$ cat config.mk
export PLATFORM = sky130hd
export DESIGN_NAME = sha256_byte_stream_hasher
export DESIGN_NICKNAME = d
export VERILOG_FILES = /design/src/hdl/sha_pkg.sv /design/src/hdl/sha256_byte_stream_hasher.sv /design/src/hdl/sha_ctrl.sv /design/src/hdl/sha_dp.sv
export SDC_FILE = /design/constraint.sdc
export NUM_CORES = 2
export LEC_CHECK = 0
export BUFFER_PORTS_ARGS = -buffer_cell sky130_fd_sc_hd__buf_2
export CAP_MARGIN = 25
export CORE_ASPECT_RATIO = 1.4
export CORE_MARGIN = 5
export CORE_UTILIZATION = 47
export DETAILED_ROUTE_END_ITERATION = 10
export PLACE_DENSITY = 0.62
export SYNTH_ARGS = -nofsm -noshare
export SYNTH_HDL_FRONTEND = slang
export SYNTH_SLANG_ARGS = --single-unit
$ cat constraint.sdc
create_clock -name clk -period 37.7 [get_ports clk]
set_input_delay 3.77 -clock clk [delete_from_list [all_inputs] [get_ports clk]]
set_output_delay 3.77 -clock clk [all_outputs]
set_load 0.05 [all_outputs]
$ cat src/hdl/sha_pkg.sv
// ----------------------------------------------------------------------------
// sha_pkg
// shared types, constants and round functions for the byte stream sha-256 hasher
// ----------------------------------------------------------------------------
package sha_pkg;

	localparam int unsigned FILL_W   = 6;
	localparam int unsigned ROUND_W  = 6;
	localparam int unsigned BLOCK_W  = 512;
	localparam logic [FILL_W-1:0] FILL_LAST = 6'd63;
	localparam logic [FILL_W-1:0] LEN_START = 6'd56;
	localparam logic [ROUND_W-1:0] ROUND_LAST = 6'd63;
	localparam logic [7:0] PAD_BYTE = 8'h80;

	localparam logic [31:0] IV [8] = '{
		32'h6a09e667, 32'hbb67ae85, 32'h3c6ef372, 32'ha54ff53a,
		32'h510e527f, 32'h9b05688c, 32'h1f83d9ab, 32'h5be0cd19
	};

	localparam logic [31:0] K_TABLE [64] = '{
		32'h428a2f98, 32'h71374491, 32'hb5c0fbcf, 32'he9b5dba5,
		32'h3956c25b, 32'h59f111f1, 32'h923f82a4, 32'hab1c5ed5,
		32'hd807aa98, 32'h12835b01, 32'h243185be, 32'h550c7dc3,
		32'h72be5d74, 32'h80deb1fe, 32'h9bdc06a7, 32'hc19bf174,
		32'he49b69c1, 32'hefbe4786, 32'h0fc19dc6, 32'h240ca1cc,
		32'h2de92c6f, 32'h4a7484aa, 32'h5cb0a9dc, 32'h76f988da,
		32'h983e5152, 32'ha831c66d, 32'hb00327c8, 32'hbf597fc7,
		32'hc6e00bf3, 32'hd5a79147, 32'h06ca6351, 32'h14292967,
		32'h27b70a85, 32'h2e1b2138, 32'h4d2c6dfc, 32'h53380d13,
		32'h650a7354, 32'h766a0abb, 32'h81c2c92e, 32'h92722c85,
		32'ha2bfe8a1, 32'ha81a664b, 32'hc24b8b70, 32'hc76c51a3,
		32'hd192e819, 32'hd6990624, 32'hf40e3585, 32'h106aa070,
		32'h19a4c116, 32'h1e376c08, 32'h2748774c, 32'h34b0bcb5,
		32'h391c0cb3, 32'h4ed8aa4a, 32'h5b9cca4f, 32'h682e6ff3,
		32'h748f82ee, 32'h78a5636f, 32'h84c87814, 32'h8cc70208,
		32'h90befffa, 32'ha4506ceb, 32'hbef9a3f7, 32'hc67178f2
	};

	typedef enum logic [2:0] {
		ST_IDLE,
		ST_PAD,
		ST_INIT,
		ST_ROUND,
		ST_UPDATE,
		ST_EMIT
	} state_t;

	typedef enum logic [1:0] {
		SEL_DATA,
		SEL_PAD,
		SEL_ZERO,
		SEL_LEN
	} byte_sel_t;

	typedef struct packed {
		logic      shift_byte;
		byte_sel_t byte_sel;
		logic      count_msg;
		logic      load_len;
		logic      shift_len;
		logic      init_work;
		logic      round_en;
		logic      update_hash;
		logic      emit;
	} cmd_t;

	typedef struct packed {
		logic fill_full;
		logic fill_len;
		logic round_last;
	} status_t;

	function automatic logic [31:0] rotr(input logic [31:0] x, input int unsigned n);
		return (x >> n) | (x << (32 - n));
	endfunction

	function automatic logic [31:0] big_sig0(input logic [31:0] x);
		return rotr(x, 2) ^ rotr(x, 13) ^ rotr(x, 22);
	endfunction

	function automatic logic [31:0] big_sig1(input logic [31:0] x);
		return rotr(x, 6) ^ rotr(x, 11) ^ rotr(x, 25);
	endfunction

	function automatic logic [31:0] small_sig0(input logic [31:0] x);
		return rotr(x, 7) ^ rotr(x, 18) ^ (x >> 3);
	endfunction

	function automatic logic [31:0] small_sig1(input logic [31:0] x);
		return rotr(x, 17) ^ rotr(x, 19) ^ (x >> 10);
	endfunction

endpackage

$ cat src/hdl/sha256_byte_stream_hasher.sv
// ----------------------------------------------------------------------------
// sha256_byte_stream_hasher
// sha-256 over a byte stream, one byte per input beat, digest as four 64-bit words
// ----------------------------------------------------------------------------
//
//  channel  handshake            payload
//  -------  -------------------  -----------------------------------------
//  input    in_valid / in_stall  data_byte, has_byte, last
//  output   out_valid/out_stall  digest_word0 .. digest_word3 (big-endian)
//
//  every 64th byte starts a compression (load working vars, 64 rounds through
//  one shared round unit, hash update); in_stall holds off further bytes until
//  the compression is done
//  a last beat is followed by the pad, zero and length bytes up to the block
//  end, then one or two compressions and the digest load
//  reset clears the sequencer and byte counters and loads the initial hash values at once
//  a waiting digest does not hold off the next message; only a second digest
//  waits for the output register to drain
//
module sha256_byte_stream_hasher (
	input  logic        clk,
	input  logic        arst_n,
	input  logic        in_valid,
	output logic        in_stall,
	input  logic [7:0]  data_byte,
	input  logic        has_byte,
	input  logic        last,
	output logic        out_valid,
	input  logic        out_stall,
	output logic [63:0] digest_word0,
	output logic [63:0] digest_word1,
	output logic [63:0] digest_word2,
	output logic [63:0] digest_word3
);
	import sha_pkg::*;

	// command and status between sequencer and datapath
	cmd_t    cmd;
	status_t sts;

	// sequencer: intake, padding walk, round count and digest hand-off
	sha_ctrl u_ctrl (
		.clk       (clk),
		.arst_n    (arst_n),
		.in_valid  (in_valid),
		.in_stall  (in_stall),
		.has_byte  (has_byte),
		.last      (last),
		.out_valid (out_valid),
		.out_stall (out_stall),
		.sts       (sts),
		.cmd       (cmd)
	);

	// datapath: 512-bit block line doubling as the rolling schedule window
	sha_dp u_dp (
		.clk          (clk),
		.arst_n       (arst_n),
		.cmd          (cmd),
		.sts          (sts),
		.data_byte    (data_byte),
		.digest_word0 (digest_word0),
		.digest_word1 (digest_word1),
		.digest_word2 (digest_word2),
		.digest_word3 (digest_word3)
	);

	// a fresh digest never overwrites one still waiting at the output
	a_no_overwrite: assert property (@(posedge clk) disable iff (!arst_n)
		!(cmd.emit && out_valid && out_stall))
		else $error("digest loaded over a waiting result");

	// byte intake and round shifting never share the block line
	a_line_owner: assert property (@(posedge clk) disable iff (!arst_n)
		$onehot0({cmd.shift_byte, cmd.round_en, cmd.init_work, cmd.update_hash}))
		else $error("conflicting datapath commands");

	// hash update only right after the last round
	a_update_after_rounds: assert property (@(posedge clk) disable iff (!arst_n)
		cmd.update_hash |-> ($past(cmd.round_en) && $past(sts.round_last)))
		else $error("hash update without a finished round sequence");

	// loading a digest always raises the output valid
	a_emit_valid: assert property (@(posedge clk) disable iff (!arst_n)
		cmd.emit |=> out_valid)
		else $error("digest loaded but not offered");

endmodule

$ cat src/hdl/sha_ctrl.sv
// ----------------------------------------------------------------------------
// sha_ctrl
// sequencer: byte intake, padding, compression rounds and digest hand-off
// ----------------------------------------------------------------------------
module sha_ctrl (
	input  logic             clk,
	input  logic             arst_n,
	input  logic             in_valid,
	output logic             in_stall,
	input  logic             has_byte,
	input  logic             last,
	output logic             out_valid,
	input  logic             out_stall,
	input  sha_pkg::status_t sts,
	output sha_pkg::cmd_t    cmd
);
	import sha_pkg::*;

	state_t state_q, state_d;
	logic   fin_q, fin_d;
	logic   pad_done_q, pad_done_d;
	logic   len_phase_q, len_phase_d;
	logic   final_q, final_d;
	logic   out_valid_q, out_valid_d;

	always_ff @(posedge clk or negedge arst_n) begin
		if (!arst_n) begin
			state_q     <= ST_IDLE;
			fin_q       <= 1'b0;
			pad_done_q  <= 1'b0;
			len_phase_q <= 1'b0;
			final_q     <= 1'b0;
			out_valid_q <= 1'b0;
		end else begin
			state_q     <= state_d;
			fin_q       <= fin_d;
			pad_done_q  <= pad_done_d;
			len_phase_q <= len_phase_d;
			final_q     <= final_d;
			out_valid_q <= out_valid_d;
		end
	end

	always_comb begin
		state_d     = state_q;
		fin_d       = fin_q;
		pad_done_d  = pad_done_q;
		len_phase_d = len_phase_q;
		final_d     = final_q;
		cmd         = '0;
		cmd.byte_sel = SEL_DATA;

		unique case (state_q)
			ST_IDLE: begin
				if (in_valid) begin
					cmd.shift_byte = has_byte;
					cmd.count_msg  = has_byte;
					fin_d          = last;
					if (has_byte && sts.fill_full) begin
						state_d = ST_INIT;
					end else if (last) begin
						state_d = ST_PAD;
					end
				end
			end
			ST_PAD: begin
				cmd.shift_byte = 1'b1;
				if (!pad_done_q) begin
					cmd.byte_sel = SEL_PAD;
					cmd.load_len = 1'b1;
					pad_done_d   = 1'b1;
				end else if (len_phase_q || sts.fill_len) begin
					cmd.byte_sel  = SEL_LEN;
					cmd.shift_len = 1'b1;
					len_phase_d   = 1'b1;
				end else begin
					cmd.byte_sel = SEL_ZERO;
				end
				if (sts.fill_full) begin
					state_d = ST_INIT;
					final_d = (cmd.byte_sel == SEL_LEN);
				end
			end
			ST_INIT: begin
				cmd.init_work = 1'b1;
				state_d       = ST_ROUND;
			end
			ST_ROUND: begin
				cmd.round_en = 1'b1;
				if (sts.round_last) begin
					state_d = ST_UPDATE;
				end
			end
			ST_UPDATE: begin
				cmd.update_hash = 1'b1;
				if (final_q) begin
					state_d = ST_EMIT;
				end else if (fin_q) begin
					state_d = ST_PAD;
				end else begin
					state_d = ST_IDLE;
				end
			end
			ST_EMIT: begin
				if (!out_valid_q || !out_stall) begin
					cmd.emit    = 1'b1;
					state_d     = ST_IDLE;
					fin_d       = 1'b0;
					pad_done_d  = 1'b0;
					len_phase_d = 1'b0;
					final_d     = 1'b0;
				end
			end
			default: begin
				state_d = ST_IDLE;
			end
		endcase
	end

	assign out_valid_d = cmd.emit | (out_valid_q & out_stall);
	assign out_valid   = out_valid_q;
	assign in_stall    = (state_q != ST_IDLE);

endmodule

$ cat src/hdl/sha_dp.sv
// ----------------------------------------------------------------------------
// sha_dp
// block shift line, message schedule, round logic, hash state and digest register
// ----------------------------------------------------------------------------
module sha_dp (
	input  logic             clk,
	input  logic             arst_n,
	input  sha_pkg::cmd_t    cmd,
	output sha_pkg::status_t sts,
	input  logic [7:0]       data_byte,
	output logic [63:0]      digest_word0,
	output logic [63:0]      digest_word1,
	output logic [63:0]      digest_word2,
	output logic [63:0]      digest_word3
);
	import sha_pkg::*;

	logic [BLOCK_W-1:0] blk_q;
	logic [FILL_W-1:0]  fill_q;
	logic [ROUND_W-1:0] round_q;
	logic [63:0]        msg_q;
	logic [63:0]        len_q;
	logic [31:0]        hash_q [8];
	logic [31:0]        wv_q [8];
	logic [63:0]        dig_q [4];

	logic [7:0]  byte_in;
	logic [31:0] w0, w1, w9, w14, w_new;
	logic [31:0] t1, t2;

	// window word i sits at the top end first
	assign w0  = blk_q[BLOCK_W-1      -: 32];
	assign w1  = blk_q[BLOCK_W-1-32   -: 32];
	assign w9  = blk_q[BLOCK_W-1-288  -: 32];
	assign w14 = blk_q[BLOCK_W-1-448  -: 32];
	assign w_new = small_sig1(w14) + w9 + small_sig0(w1) + w0;

	assign t1 = wv_q[7] + big_sig1(wv_q[4]) + ((wv_q[4] & wv_q[5]) ^ (~wv_q[4] & wv_q[6]))
		+ K_TABLE[round_q] + w0;
	assign t2 = big_sig0(wv_q[0])
		+ ((wv_q[0] & wv_q[1]) ^ (wv_q[0] & wv_q[2]) ^ (wv_q[1] & wv_q[2]));

	always_comb begin
		unique case (cmd.byte_sel)
			SEL_DATA: byte_in = data_byte;
			SEL_PAD:  byte_in = PAD_BYTE;
			SEL_ZERO: byte_in = 8'h00;
			SEL_LEN:  byte_in = len_q[63:56];
			default:  byte_in = 8'h00;
		endcase
	end

	always_ff @(posedge clk or negedge arst_n) begin
		if (!arst_n) begin
			fill_q  <= '0;
			round_q <= '0;
			msg_q   <= '0;
			for (int i = 0; i < 8; i++) begin
				hash_q[i] <= IV[i];
			end
		end else begin
			if (cmd.shift_byte) begin
				fill_q <= fill_q + 1'b1;
			end
			if (cmd.init_work) begin
				round_q <= '0;
			end else if (cmd.round_en) begin
				round_q <= round_q + 1'b1;
			end
			if (cmd.emit) begin
				msg_q <= '0;
			end else if (cmd.count_msg) begin
				msg_q <= msg_q + 64'd1;
			end
			for (int i = 0; i < 8; i++) begin
				if (cmd.emit) begin
					hash_q[i] <= IV[i];
				end else if (cmd.update_hash) begin
					hash_q[i] <= hash_q[i] + wv_q[i];
				end
			end
		end
	end

	always_ff @(posedge clk) begin
		if (cmd.shift_byte) begin
			blk_q <= {blk_q[BLOCK_W-9:0], byte_in};
		end else if (cmd.round_en) begin
			blk_q <= {blk_q[BLOCK_W-33:0], w_new};
		end
		if (cmd.load_len) begin
			len_q <= {msg_q[60:0], 3'b000};
		end else if (cmd.shift_len) begin
			len_q <= {len_q[55:0], 8'h00};
		end
		if (cmd.init_work) begin
			for (int i = 0; i < 8; i++) begin
				wv_q[i] <= hash_q[i];
			end
		end else if (cmd.round_en) begin
			wv_q[7] <= wv_q[6];
			wv_q[6] <= wv_q[5];
			wv_q[5] <= wv_q[4];
			wv_q[4] <= wv_q[3] + t1;
			wv_q[3] <= wv_q[2];
			wv_q[2] <= wv_q[1];
			wv_q[1] <= wv_q[0];
			wv_q[0] <= t1 + t2;
		end
		if (cmd.emit) begin
			for (int i = 0; i < 4; i++) begin
				dig_q[i] <= {hash_q[2*i], hash_q[2*i+1]};
			end
		end
	end

	assign sts.fill_full  = (fill_q == FILL_LAST);
	assign sts.fill_len   = (fill_q == LEN_START);
	assign sts.round_last = (round_q == ROUND_LAST);

	assign digest_word0 = dig_q[0];
	assign digest_word1 = dig_q[1];
	assign digest_word2 = dig_q[2];
	assign digest_word3 = dig_q[3];

endmodule

== Yosys cells after proc, flatten, opt, wreduce, memory -nomap -nowiden ==
Memories as Yosys holds them, arrays and structs flattened.
Index checks and enable logic that the tools add are counted.
Word-level totals
  flip-flop bits (word level): 913
  latch bits: 0
  bits in writable memories: 512
  memory bits (read-only): 2048
  bits of input ports: 14
  output and inout port bits: 258
  word-level logic and storage cells: 197
  memories kept: 3
Operators by class
  add/subtract/negate cells: 21
  $mul: 0
  divide/modulo/power cells: 0
  magnitude comparators: 1
  equality and inequality tests: 19
  shift operators: 0
  muxes and demuxes: 76
  bitwise operators: 38
  reductions and logical operators: 20
Memories
  (no name shown): words 64, width 32, read ports 1, clocked after memory_dff 0, write ports 0, RTL line sha_dp.sv:39  | + K_TABLE[round_q] + w0;
  u_dp.dig_q: words 4, width 64, read ports 4, clocked after memory_dff 0, write ports 4, RTL line sha_dp.sv:25  | logic [63:0] dig_q [4];
  u_dp.wv_q: words 8, width 32, read ports 8, clocked after memory_dff 0, write ports 8, RTL line sha_dp.sv:24  | logic [31:0] wv_q [8];
Operators with widths (number)
  $mux 512: 2
  $mux 32: 26
  $add 32x32->32: 18
  $xor 32x32->32: 9
  $mux 64: 4
  $and 32x32->32: 5
  $add 64x1->64 const B: 1
  $not 32->32: 1
  $or 10x32->32: 1
  $or 13x32->32: 1
  $or 14x32->32: 1
  $or 15x32->32: 1
  $or 19x32->32: 1
  $or 21x32->32: 1
  $or 25x32->32: 1
  $or 26x32->32: 1
  $or 30x32->32: 1
  $or 7x32->32: 1
  $pmux 8 s4: 1
  $xor 32x22->32: 1
  $xor 32x29->32: 1
  $mux 1: 24
  $mux 3: 7
  $eq 6x6->1 const B: 3
  other kinds (28): 62

== Longest topological paths before layout ==
An unclocked memory read counts as a cell.
  word-level depth: 10
  depth in mapped cells: 43
  depth with buffers taken out: 41

== By module ==
From an unflattened synthesis, not the netlist that was laid out.
Second synthesis, totals
  cells, all modules: 7728
  area total of the unflattened synthesis: 84923.9 um^2
By module, submodules not included
  sha_dp: times used 1, cells an instance 7674, area each 84418.5 um^2, sequential area each 40984.3 um^2
  sha_ctrl: times used 1, cells an instance 54, area each 505.5 um^2, sequential area each 200.2 um^2

== Least setup slack after synthesis ==
OpenSTA, ideal clock, no wires.
  path type: input to register
  start point: in in_valid
  end point: reg u_dp.blk_q[0] (enable)
  library setup time: 3.632 ns
  data arrival time: 12.906 ns
  data required time: 34.068 ns
  path slack: 21.162 ns
  cell stages on the path: 5
  path buffers: 2
  cells stage by stage: a21oi_1 -> or3_1 -> clkbuf_1 -> clkbuf_1 -> nand2_1
Between the ends
  word-level cells in the longest chain between the ends: 3
RTL lines
  start, declared: RTL line sha256_byte_stream_hasher.sv:23  | input logic in_valid,
  $mux 1: RTL line sha_ctrl.sv:55  | if (in_valid) begin
  $pmux 1 s2: RTL line sha_ctrl.sv:53  | unique case (state_q)
  $reduce_bool 2->1 (no line)
  end signal, assigned: RTL line sha_dp.sv:87  | blk_q <= {blk_q[BLOCK_W-9:0], byte_in};
  end signal, assigned: RTL line sha_dp.sv:89  | blk_q <= {blk_q[BLOCK_W-33:0], w_new};
  end, declared: RTL line sha_dp.sv:18  | logic [BLOCK_W-1:0] blk_q;
Every way passes these cells.
A chain may end at the register's enable or synchronous reset.

==> impl_results.md <==
- Outcome: finished clean
- Pins over their slew limit: 0
- CP Capture Type: register
- First-pass DRT Iterations: 5
- Cells after DPL: 10600
- Clk buf depth: 3
- Worst r2r dst: u_dp.wv_q[0][29]$_DFFE_PP_
- Fmax: 92.5 MHz
- MaxCap Viol Count: 0
- Hold worst-path end: u_dp.fill_q[5]$_DFFE_PN0P_
- Die area: 185000 um2
- Hold Path Class: reg2reg
- Iteration-0 DRC count of the detailed router: 5877
- Port-buffer cells: 271
- Htree depth: 4
- CTS tree: done
- Final worst path period share: 28.7%
- Net Count, Synth: 9020
- Gate Count Post-Synth: 8415
- Antenna-violating nets left: 0
- Clock latency on the worst-skew pair: 0.83 ns
- Synth unique cells: 89
- Vias in the first global route: 61100
- Starting Density: 47.3%
- Largest net degree at the start of global routing: 241
- Hold Path Depth: 1
- Crit-path slowest cell: dfrtp_1
- CTS Root Cell: clkbuf_16
- Setup Fix Bufs, Post-CTS: 0
- Yosys warnings: 0
- Die Height: 507 um
- Post-CTS sizing: 0
- First-pass GRT wire length: 400000 um
- Seq cells post-synth: 1422
- Clock-pin slew on the worst setup and hold paths: 0.06 ns
- WL/cell: 25.1 um
- R2R depth: 39
- # fillers: 15900
- Synth top area cells: edfxtp_1, nand2_1, dfrtp_1, ha_1, fa_1
- Final nets: 9079
- FP Rows: 182
- GPL Wtd Cong: 0.956
- Hold Crit Start: u_dp.fill_q[5]$_DFFE_PN0P_
- Non-Filler Cell Area, Final: 91700 um2
- Clk_skew: 0.0370 ns
- Number of setup violations in the final report: 0
- CP bufs+invs: 2
- Delay-heaviest family, CP: compound AO/OA/AOI/OAI gates
- Post-layout min period: 10.81 ns
- Number of synthesized flops with an enable pin: 1085
- GRT Util Overall: 29.0%
- Num CTS Buffers: 147
- RSZ-0062 raised after global routing: false
- I/O pin count: 272
- Flop-to-flop setup slack: 26.89 ns
- Synthesized area: 83100 um2
- Worst Path Max Fanout: 17
- Initial antenna violation count: 11
- R2r startpoint: u_dp.round_q[1]$_DFFE_PN0P_
- Critical path's largest stage delay: 0.80 ns
- DR DRC count: 0
- Core area: 176000 um2
- Detailed Route WL: 273000 um
- Commonest non-fill, non-tap cell in the layout: nand2_1
- Synth-to-layout area growth: 10.4%
- Final Instance Count excl. Fillers: 10900
- Commonest non-fill, non-tap cells in the layout: nand2_1, edfxtp_1, a21oi_1, o21ai_0, ha_1
- DR vias: 62800
- Critical Path RT: 38.23 ns
- Placed cell area: 86400 um2
- Hold buffer count at CTS: 0
- Top FF cell, synth: edfxtp_1
- Crit path kind: reg2reg
- Detailed Place HPWL: 202000 um
- Critical Path Source Type: register
- Number of clock sinks: 1422
- Worst slew margin: 28.4%
- Worst Path Arrival: 11.34 ns
- Dominant cell type by area after synthesis: edfxtp_1
- Post-synth ARST share: 23.7%
- Post-synth top area share: 39.2%
- Setup TNS: 0 ns
- Worst-Margin Slew: 1.07 ns
- Share of cells above drive strength 1: 9.69%
- Syn Area/Cell: 9.87 um2
- Hold Vio Cnt, Final: 0
- Sequential fraction of the synthesis area: 49.6%
- Cell repeated most along the worst path: a21oi_1
- Die Width: 365 um
- Overflow after GRT: 0
- Via/cell ratio: 5.76
## kinds of logic after synthesis
group	count (synthesis)	synth area share (%)
AOI/OAI and AO/OA	1536	11.3
xor gates and xnor gates	634	6.68
adders and majority gates	615	11.0
buffers and inverters	748	3.38
DFF	1422	49.6
muxes	105	1.46
and+or+nand+nor	3355	16.7
## worst register-to-register path: cells and delay by family, from the launching register on
kind	cells	cell delay [ns]
AOI/OAI and AO/OA	20	4.05
adders and majority gates	7	3.35
and+or+nand+nor	8	1.42
DFF	1	0.80
buffers and inverters	2	0.44
xor gates and xnor gates	1	0.23
muxes	1	0.20
## flip-flops by register name, indices dropped and copies added (netlist names)
| name | flops |
|---|---|
| u_dp.fill_q | 6 |
| u_ctrl.fin_q | 1 |
| u_ctrl.pad_done_q | 1 |
| u_dp.dig_q | 256 |
| u_dp.len_q | 61 |
| u_ctrl.final_q | 1 |
| u_ctrl.len_phase_q | 1 |
| u_dp.wv_q | 256 |
| u_dp.hash_q | 256 |
| u_ctrl.out_valid | 1 |
| u_dp.msg_q | 61 |
| u_dp.blk_q | 512 |
| u_dp.round_q | 6 |
| u_ctrl.state_q | 3 |
## through the flow
step / setup slack (ns) / hold WS [ns] / utilization [%]
floorplan: 21.16 / 0.438 / -
global placement: 27.04 / 0.460 / 49.1
detailed placement: 26.95 / 0.474 / 49.1
CTS: 26.94 / 0.486 / 52.1
global route: 26.30 / 0.502 / 52.1
finish: 26.89 / 0.485 / 52.2
## routing by layer
| metal | up-vias | wire length, um | global-route usage (%) |
|---|---|---|---|
| met4 | 4 | 13400 | 12.4 |
| met3 | 492 | 15900 | 3.29 |
| li1 | 29100 | - | - |
| met2 | 2160 | 132000 | 48.9 |
| met5 | - | 27 | 0 |
| met1 | 31000 | 112000 | 37.9 |
## synth_stat cells (all sizes together) (174+ instances only)
cell	n
a21oi	460
clkbuf	418
dfrtp	201
edfxtp	1085
fa	195
ha	396
inv	300
nand2	2387
nand3	174
nor2	368
o21ai	481
xnor2	375
xor2	259
## worst max-delay path by stage
stage                                           start                         end  slack, ns  depth (start not counted)
after global routing      u_dp.round_q[1]$_DFFE_PN0P_  u_dp.wv_q[0][29]$_DFFE_PP_      26.30                         40
after global placement    u_dp.round_q[1]$_DFFE_PN0P_  u_dp.wv_q[0][29]$_DFFE_PP_      27.04                         40
after detailed placement  u_dp.round_q[1]$_DFFE_PN0P_  u_dp.wv_q[0][29]$_DFFE_PP_      26.95                         40
final                     u_dp.round_q[1]$_DFFE_PN0P_  u_dp.wv_q[0][29]$_DFFE_PP_      26.89                         39
after CTS                 u_dp.round_q[1]$_DFFE_PN0P_  u_dp.wv_q[0][29]$_DFFE_PP_      26.94                         40
after floorplan                              in_valid     u_dp.blk_q[0]$_DFFE_PP_      21.16                          5
## layout make-up
cell class | instances | area, um2 | area share (%)
diodes | 5 | 12.5 | 0.0136
well taps | 2300 | 2880 | 3.14
multi-input cells | 6245 | 39200 | 42.7
repair buffers | 355 | 2080 | 2.26
flip-flops and latches | 1422 | 41200 | 44.9
clock buffers | 185 | 3990 | 4.35
inverters | 303 | 1150 | 1.26
clock inverters | 87 | 1220 | 1.33
Power is left out: the tool's default activity adds up to more than one toggle a clock period on the data nets, which glitch-free logic cannot reach.
